`src/rtl/core/int8_dot_product_scale_unit_assert.svh`:
```
// Assertion macros shared by the dot product and scale unit.
`ifndef INT8_DOT_PRODUCT_SCALE_UNIT_ASSERT_SVH
`define INT8_DOT_PRODUCT_SCALE_UNIT_ASSERT_SVH

`ifndef SYNTHESIS

`define I8DPS_ASSERT_IMPLY(label, clk, rst_n, ante, cons) \
    label: assert property (@(posedge clk) disable iff (!rst_n) (ante) |-> (cons)) \
        else $error("same-cycle implication failed");

`define I8DPS_ASSERT_NEXT(label, clk, rst_n, ante, cons) \
    label: assert property (@(posedge clk) disable iff (!rst_n) (ante) |=> (cons)) \
        else $error("next-cycle implication failed");

`else

`define I8DPS_ASSERT_IMPLY(label, clk, rst_n, ante, cons)
`define I8DPS_ASSERT_NEXT(label, clk, rst_n, ante, cons)

`endif

`endif

```
`src/rtl/core/i8dps_pkg.sv`:
```
// Shared types and constants for the int8 dot product and scale unit.
package i8dps_pkg;

    localparam int LANES      = 4;
    localparam int PHYS_LANES = 4;
    localparam int LANE_LIM   = (LANES < PHYS_LANES) ? LANES : PHYS_LANES;
    localparam int CNT_W      = 3;
    localparam int ACT_W      = 8;
    localparam int PROD_W     = 2 * ACT_W;
    localparam int SUM_W      = PROD_W + $clog2(PHYS_LANES + 1);
    localparam int ACC_W      = 32;
    localparam int SCALE_W    = 32;
    localparam int OUT_W      = ACC_W + SCALE_W;

    typedef struct packed {
        logic signed [ACT_W-1:0]   act0;
        logic signed [ACT_W-1:0]   act1;
        logic signed [ACT_W-1:0]   act2;
        logic signed [ACT_W-1:0]   act3;
        logic signed [ACT_W-1:0]   wgt0;
        logic signed [ACT_W-1:0]   wgt1;
        logic signed [ACT_W-1:0]   wgt2;
        logic signed [ACT_W-1:0]   wgt3;
        logic [CNT_W-1:0]          lane_count;
        logic signed [SCALE_W-1:0] col_scale;
        logic                      last;
    } t_in_word;

    typedef struct packed {
        logic signed [ACC_W-1:0] dot_sum;
        logic signed [OUT_W-1:0] scaled_value;
    } t_out_word;

    typedef logic [PHYS_LANES-1:0][PROD_W-1:0] t_prod_vec;

    typedef struct packed {
        logic vld;
        logic last;
    } t_stage_ctl;

    typedef struct packed {
        logic signed [ACC_W-1:0]   dot;
        logic signed [SCALE_W-1:0] scale;
    } t_sum_word;

endpackage

```
`src/rtl/core/i8dps_lane.sv`:
```
// One multiplier lane: registered signed int8 product, zero when the lane is unused.
module i8dps_lane (
    input  logic                                 i_clk,
    input  logic                                 i_load,
    input  logic                                 i_en,
    input  logic signed [i8dps_pkg::ACT_W-1:0]   i_act,
    input  logic signed [i8dps_pkg::ACT_W-1:0]   i_wgt,
    output logic signed [i8dps_pkg::PROD_W-1:0]  o_prod
);
    import i8dps_pkg::*;

    logic signed [PROD_W-1:0] w_prod;
    logic signed [PROD_W-1:0] r_prod;
    logic signed [PROD_W-1:0] n_prod;

    assign w_prod = i_act * i_wgt;
    assign n_prod = i_en ? w_prod : '0;

    always_ff @(posedge i_clk) begin
        if (i_load) begin
            r_prod <= n_prod;
        end
    end

    assign o_prod = r_prod;

endmodule

```
`src/rtl/core/i8dps_merge.sv`:
```
// Merging stage: adds the lane products into the wrapping accumulator and holds a finished sum.
`include "int8_dot_product_scale_unit_assert.svh"

module i8dps_merge (
    input  logic                         i_clk,
    input  logic                         i_rst_n,
    input  i8dps_pkg::t_stage_ctl        i_ctl,
    input  i8dps_pkg::t_prod_vec         i_prods,
    input  logic signed [i8dps_pkg::SCALE_W-1:0] i_scale,
    input  logic                         i_take,
    output logic                         o_adv,
    output logic                         o_sum_vld,
    output i8dps_pkg::t_sum_word         o_sum_word
);
    import i8dps_pkg::*;

    logic [ACC_W-1:0]         r_acc;
    logic [ACC_W-1:0]         n_acc;
    logic                     r_sum_vld;
    logic                     n_sum_vld;
    t_sum_word                r_sum_word;
    logic signed [SUM_W-1:0]  w_tree;
    logic [ACC_W-1:0]         w_total;
    logic                     w_free;

    always_comb begin
        w_tree = '0;
        for (int i = 0; i < PHYS_LANES; i++) begin
            w_tree = w_tree + SUM_W'($signed(i_prods[i]));
        end
    end

    assign w_total = r_acc + ACC_W'(w_tree);
    assign w_free  = !r_sum_vld || i_take;
    assign o_adv   = i_ctl.vld && (!i_ctl.last || w_free);

    always_comb begin
        n_acc     = r_acc;
        n_sum_vld = r_sum_vld && !i_take;
        if (o_adv) begin
            if (i_ctl.last) begin
                n_acc     = '0;
                n_sum_vld = 1'b1;
            end else begin
                n_acc = w_total;
            end
        end
    end

    always_ff @(posedge i_clk) begin
        if (!i_rst_n) begin
            r_acc     <= '0;
            r_sum_vld <= 1'b0;
        end else begin
            r_acc     <= n_acc;
            r_sum_vld <= n_sum_vld;
        end
    end

    always_ff @(posedge i_clk) begin
        if (o_adv && i_ctl.last) begin
            r_sum_word.dot   <= w_total;
            r_sum_word.scale <= i_scale;
        end
    end

    assign o_sum_vld  = r_sum_vld;
    assign o_sum_word = r_sum_word;

    `I8DPS_ASSERT_NEXT(a_acc_clear, i_clk, i_rst_n, o_adv && i_ctl.last, r_acc == '0)
    `I8DPS_ASSERT_NEXT(a_sum_source, i_clk, i_rst_n, !r_sum_vld && !(o_adv && i_ctl.last), !r_sum_vld)

endmodule

```
`src/rtl/core/i8dps_scale.sv`:
```
// Scale stage: signed 32 by 32 product of the sum and the column scale into the output register.
`include "int8_dot_product_scale_unit_assert.svh"

module i8dps_scale (
    input  logic                    i_clk,
    input  logic                    i_rst_n,
    input  logic                    i_sum_vld,
    input  i8dps_pkg::t_sum_word    i_sum_word,
    output logic                    o_take,
    output logic                    o_out_valid,
    input  logic                    i_out_ready,
    output i8dps_pkg::t_out_word    o_out_word
);
    import i8dps_pkg::*;

    logic                    r_out_vld;
    logic                    n_out_vld;
    logic                    w_load;
    logic signed [OUT_W-1:0] w_prod;
    t_out_word               r_out_word;

    assign w_prod = i_sum_word.dot * i_sum_word.scale;
    assign w_load = !r_out_vld || i_out_ready;
    assign o_take = i_sum_vld && w_load;

    always_comb begin
        n_out_vld = r_out_vld;
        if (w_load) begin
            n_out_vld = i_sum_vld;
        end
    end

    always_ff @(posedge i_clk) begin
        if (!i_rst_n) begin
            r_out_vld <= 1'b0;
        end else begin
            r_out_vld <= n_out_vld;
        end
    end

    always_ff @(posedge i_clk) begin
        if (o_take) begin
            r_out_word.dot_sum      <= i_sum_word.dot;
            r_out_word.scaled_value <= w_prod;
        end
    end

    assign o_out_valid = r_out_vld;
    assign o_out_word  = r_out_word;

    `I8DPS_ASSERT_NEXT(a_take_fills, i_clk, i_rst_n, o_take, r_out_vld)
    `I8DPS_ASSERT_NEXT(a_hold_stalled, i_clk, i_rst_n, r_out_vld && !i_out_ready, r_out_vld)

endmodule

```
`src/rtl/core/int8_dot_product_scale_unit.sv`:
```
// Top level of the int8 dot product unit with Q16.16 column scaling.
//
//   Channel   Direction  Handshake                   Word
//   in        input      i_in_valid / o_in_ready     t_in_word  (four int8 pairs, count, scale, last)
//   out       output     o_out_valid / i_out_ready   t_out_word (dot_sum, scaled_value)
//
// One word is taken per cycle when the pipeline is not held up.
// A taken last word's result passes the lane product registers, the accumulation into the held sum,
// then the 32 by 32 scale multiplier feeding the output register.
// Reset clears the accumulator and all valid flags; the unit is ready in the next cycle.
// While a result waits in the output register, non-last words keep accumulating;
// a last word waits only when both the output register and the held sum are occupied.
`include "int8_dot_product_scale_unit_assert.svh"

module int8_dot_product_scale_unit (
    input  logic                   i_clk,
    input  logic                   i_rst_n,
    input  logic                   i_in_valid,
    output logic                   o_in_ready,
    input  i8dps_pkg::t_in_word    i_in_word,
    output logic                   o_out_valid,
    input  logic                   i_out_ready,
    output i8dps_pkg::t_out_word   o_out_word
);
    import i8dps_pkg::*;

    logic signed [ACT_W-1:0]   w_act [PHYS_LANES];
    logic signed [ACT_W-1:0]   w_wgt [PHYS_LANES];
    logic [PHYS_LANES-1:0]     w_en;
    logic [CNT_W-1:0]          w_cnt;
    logic                      w_accept;
    logic                      w_adv;
    logic                      w_sum_vld;
    logic                      w_take;
    t_sum_word                 w_sum_word;
    t_prod_vec                 w_prods;
    t_stage_ctl                r_ctl;
    t_stage_ctl                n_ctl;
    logic signed [SCALE_W-1:0] r_scale;

    assign w_act[0] = i_in_word.act0;
    assign w_act[1] = i_in_word.act1;
    assign w_act[2] = i_in_word.act2;
    assign w_act[3] = i_in_word.act3;
    assign w_wgt[0] = i_in_word.wgt0;
    assign w_wgt[1] = i_in_word.wgt1;
    assign w_wgt[2] = i_in_word.wgt2;
    assign w_wgt[3] = i_in_word.wgt3;

    assign w_cnt = (i_in_word.lane_count > CNT_W'(LANE_LIM)) ? CNT_W'(LANE_LIM)
                                                              : i_in_word.lane_count;

    assign o_in_ready = !r_ctl.vld || w_adv;
    assign w_accept   = i_in_valid && o_in_ready;

    for (genvar g = 0; g < PHYS_LANES; g++) begin : g_lane
        logic signed [PROD_W-1:0] w_lane_prod;

        assign w_en[g] = CNT_W'(g) < w_cnt;

        i8dps_lane u_lane (
            .i_clk  (i_clk),
            .i_load (w_accept),
            .i_en   (w_en[g]),
            .i_act  (w_act[g]),
            .i_wgt  (w_wgt[g]),
            .o_prod (w_lane_prod)
        );

        assign w_prods[g] = w_lane_prod;
    end

    always_comb begin
        n_ctl = r_ctl;
        if (w_accept) begin
            n_ctl.vld  = 1'b1;
            n_ctl.last = i_in_word.last;
        end else if (w_adv) begin
            n_ctl.vld = 1'b0;
        end
    end

    always_ff @(posedge i_clk) begin
        if (!i_rst_n) begin
            r_ctl <= '0;
        end else begin
            r_ctl <= n_ctl;
        end
    end

    always_ff @(posedge i_clk) begin
        if (w_accept) begin
            r_scale <= i_in_word.col_scale;
        end
    end

    i8dps_merge u_merge (
        .i_clk      (i_clk),
        .i_rst_n    (i_rst_n),
        .i_ctl      (r_ctl),
        .i_prods    (w_prods),
        .i_scale    (r_scale),
        .i_take     (w_take),
        .o_adv      (w_adv),
        .o_sum_vld  (w_sum_vld),
        .o_sum_word (w_sum_word)
    );

    i8dps_scale u_scale (
        .i_clk       (i_clk),
        .i_rst_n     (i_rst_n),
        .i_sum_vld   (w_sum_vld),
        .i_sum_word  (w_sum_word),
        .o_take      (w_take),
        .o_out_valid (o_out_valid),
        .i_out_ready (i_out_ready),
        .o_out_word  (o_out_word)
    );

    `I8DPS_ASSERT_NEXT(a_accept_fills, i_clk, i_rst_n, w_accept, r_ctl.vld)
    `I8DPS_ASSERT_IMPLY(a_adv_needs_word, i_clk, i_rst_n, w_adv, r_ctl.vld)

endmodule
```
`config.mk`:
```
export PLATFORM = sky130hd
export DESIGN_NAME = int8_dot_product_scale_unit
export DESIGN_NICKNAME = d
export VERILOG_FILES = /design/src/rtl/core/i8dps_pkg.sv /design/src/rtl/core/i8dps_lane.sv /design/src/rtl/core/i8dps_merge.sv /design/src/rtl/core/i8dps_scale.sv /design/src/rtl/core/int8_dot_product_scale_unit.sv
export VERILOG_INCLUDE_DIRS = /design/src /design/src/rtl/core
export SDC_FILE = /design/constraint.sdc
export NUM_CORES = 2
export LEC_CHECK = 0
export ABC_CLOCK_PERIOD_IN_PS = 12700
export BUFFER_PORTS_ARGS = -buffer_cell sky130_fd_sc_hd__buf_4
export CAP_MARGIN = 15
export CORE_MARGIN = 4
export CORE_UTILIZATION = 42
export CTS_CLUSTER_DIAMETER = 40
export DETAILED_ROUTE_END_ITERATION = 16
export PLACE_DENSITY_LB_ADDON = 0.08
export SYNTH_ARGS = -nofsm -noshare
export SYNTH_HDL_FRONTEND = slang
export SYNTH_SLANG_ARGS = --single-unit
```
`constraint.sdc`:
```
create_clock -name i_clk -period 12.7 [get_ports i_clk]
set_clock_uncertainty 0.1 [all_clocks]
set_input_delay 1.27 -clock i_clk [delete_from_list [all_inputs] [get_ports i_clk]]
set_output_delay 1.27 -clock i_clk [all_outputs]
set_load 0.02 [all_outputs]
```
==> metrics.txt <==
cell area after synthesis=58,200 um^2; R2R depth=24; fin. max-slew vios=0; FFs w/ async S/R, synth=0%; CTS Buf Count=60; GRT Util Overall=22.3%; share of cells above drive strength 1=6.85%; CP Max Fanout=24; min-delay src=r_scale[11]; Worst Max-Slew Pin Slew=1190 ps; net count after synthesis=7,618; Max-Cap Viols=0; hold crit path type=flip-flop to flip-flop; DIE AREA=145,000 um^2; drt initial violations=1,852; Slew headroom=20.0%; flop2flop setup slack=3770 ps; I/O Pins=202; postcts setup bufs=0; leading area contributor after synthesis=fa_1; post-synth top area share=45.4%; root buffer cell=clkbuf_16; Synth-to-Final Area Change=9.48%; Netlist cell types=80; crit-path most repeated cell=fa_1; register area=8410 um^2; top cells by area, synth=fa_1 45%, edfxtp_1 13%, inv_1 8.4%; Die Ht=380 um; fin crit share=70.3%; Yosys warning total=0; worst r2r dst=u_scale.o_out_word[62]; Detail Route Antenna Nets=0; CTS tree=built; RSZ-0062 raised after global routing=false; synthesized instance count=5,828; worst r2r src=u_merge.o_sum_word[42]; CORE AREA=138,000 um^2; vias in the first global route=43.0k; leading cell type in the layout, fill and taps excluded=fa_1; via count=38.8k; Required @ worst endpoint=13,070 ps; TNS Setup=0 ps; GPL Wtd Cong=0.878; Residual DRC=0; final setup violation count=0; routed vias/inst=4.99; most frequent cells in the layout=1,321 x fa_1, 1,310 x inv_1, 654 x and2_1, 645 x nand2_1, 365 x ha_1; clock sink count=292; crit path kind=flip-flop to flip-flop; largest net degree at the start of global routing=60; Slowest cell on crit path=a2111oi_2; total gr overflow=0; post-CTS sizing=0; Cell Chain, Critical Path=buf_4 -> and2_1 -> fa_1 -> fa_1 -> fa_1 -> inv_1 -> fa_1 -> inv_1 -> fa_1 -> inv_1 -> fa_1 -> inv_1 -> fa_1 -> fa_1 -> ha_1 -> a21oi_1 -> o21ai_0 -> a2111oi_2 -> o21ai_1 -> a21oi_1 -> o41ai_2 -> a21oi_1 -> nand3_1 -> o311ai_1; total wire length=156 mm; flop and latch count out of synthesis=292; footprint of the multi-input gates=44,000 um^2; Port Buffers=201; dpl hpwl=125 mm; final net count=7,725; DIE WIDTH=380 um; WL/cell=20.0 um; worst skew pair latency=660 ps; status=finished clean; Avg Cell Area, Syn=9.99 um^2; Worst EP arrival=9300 ps; design area=63,700 um^2; CP max stage delay=930 ps; initial antenna violation count=4; first-pass GRT wire length=250 mm; 1st-pass router iterations=7; Hold Buf Count CTS=0; post-synthesis sequential area ratio=14.4%; CP startpoint kind=flip-flop; Crit. End Element=flip-flop; Clock Path Buffers=3; Hold Path End=u_merge.o_sum_word[11]; row count=136; final hold violation count=0; Hold Slack=311 ps; Top FF cell, synth=edfxtp_1; EDFF count, synth=256; Clk pin slew, worst setup/hold paths=50 ps; fill count=13.1k; Starting Density=42.3%; CTS H-tree depth=2; hold path cells=0; Fmax=112 MHz; post-placement cell area=61,700 um^2; fin crit period=8930 ps
[Yosys cell counts (all sizes together), types with 4 or more instances]
| cell type | count |
|---|---|
| nor2 | 146 |
| edfxtp | 256 |
| a21oi | 127 |
| nand4 | 22 |
| ha | 365 |
| o21bai | 15 |
| o21a | 22 |
| and3 | 9 |
| nor2b | 65 |
| xnor2 | 128 |
| a41oi | 4 |
| xor2 | 48 |
| fa | 1321 |
| buf | 6 |
| nand3 | 38 |
| o41ai | 9 |
| nor3 | 40 |
| clkbuf | 226 |
| o31a | 4 |
| a21boi | 19 |
| o21ai | 97 |
| inv | 1310 |
| nand2 | 645 |
| o31ai | 6 |
| nand2b | 48 |
| or3 | 5 |
| and2 | 655 |
| o22ai | 4 |
| dfxtp | 36 |
| a32o | 4 |
| a31oi | 10 |
| a22oi | 23 |
| a21o | 57 |
| nor3b | 5 |
| a211oi | 12 |
[cell families (layout without fill, tap and decap cells)]
logic type	Yosys count	count (layout)	share of synthesized area [%]
AO/OA/AOI/OAI	440	440	5.01
flip-flops	292	292	14.4
other	0	2	0
XOR/XNOR	176	176	2.65
adder cells (fa/ha/maj)	1686	1686	53.3
AND/OR/NAND/NOR	1690	1690	14.6
multiplexers	2	2	0.0365
buffers and inverters	1542	1701	9.98
[critical path, delay by kind of cell, from the launching register on]
family / cells / cell delay (ps)
adder cells (fa/ha/maj): 9 / 4150
AND/OR/NAND/NOR: 2 / 300
buffers and inverters: 5 / 620
flip-flops: 1 / 690
AO/OA/AOI/OAI: 8 / 2890
[final cells by class]
type                       count  area share (%)
antenna                        2         0.00785
clock buffer                  64            2.41
clock inverter                50           0.826
inverter                    1310            7.71
multi-input combinational   3994            69.1
sequential                   292            13.2
tap                         1794            3.52
timing repair buffer         277            3.26
[sequential cells by signal, indices dropped and copies added, names as in the netlist]
signal	flops
r_ctl	2
u_merge.o_sum_word	64
u_scale.o_out_word	96
u_merge.r_acc	32
g_lane.u_lane.o_prod	64
r_scale	32
u_scale.o_out_valid	1
u_merge.o_sum_vld	1
[layer usage]
metal | vias to the layer above | GRT usage, % | part of all wire, %
met5 | - | 0 | 0
met4 | 0 | 4.94 | 2.4
met3 | 155 | 2.80 | 4.5
met2 | 780 | 37.4 | 48
met1 | 20238 | 31.1 | 45
li1 | 17649 | - | -
[stage by stage]
step | instances | util [%] | setup slack, ps
floorplan | 5828 | - | 4670
global placement | 7667 | 44.8 | 3840
detailed placement | 7667 | 44.8 | 3780
CTS | 7781 | 46.3 | 3760
global route | 7781 | 46.3 | 3260
finish | 7783 | 46.3 | 3770
[worst max-delay path by stage]
| stage | start | to | slack, ps | cells past startpoint |
|---|---|---|---|---|
| floorplan | u_merge.o_sum_word[63] | u_scale.o_out_word[57] | 4670 | 25 |
| global placement | u_merge.o_sum_word[2] | u_scale.o_out_word[57] | 3840 | 25 |
| detailed placement | u_merge.o_sum_word[42] | u_scale.o_out_word[62] | 3780 | 24 |
| CTS | u_merge.o_sum_word[31] | u_scale.o_out_word[62] | 3760 | 24 |
| global route | u_merge.o_sum_word[31] | u_scale.o_out_word[62] | 3260 | 24 |
| finish | u_merge.o_sum_word[42] | u_scale.o_out_word[62] | 3770 | 24 |
Power is left out: the tool's default activity adds up to more than one toggle a clock period on the data nets, which glitch-free logic cannot reach.
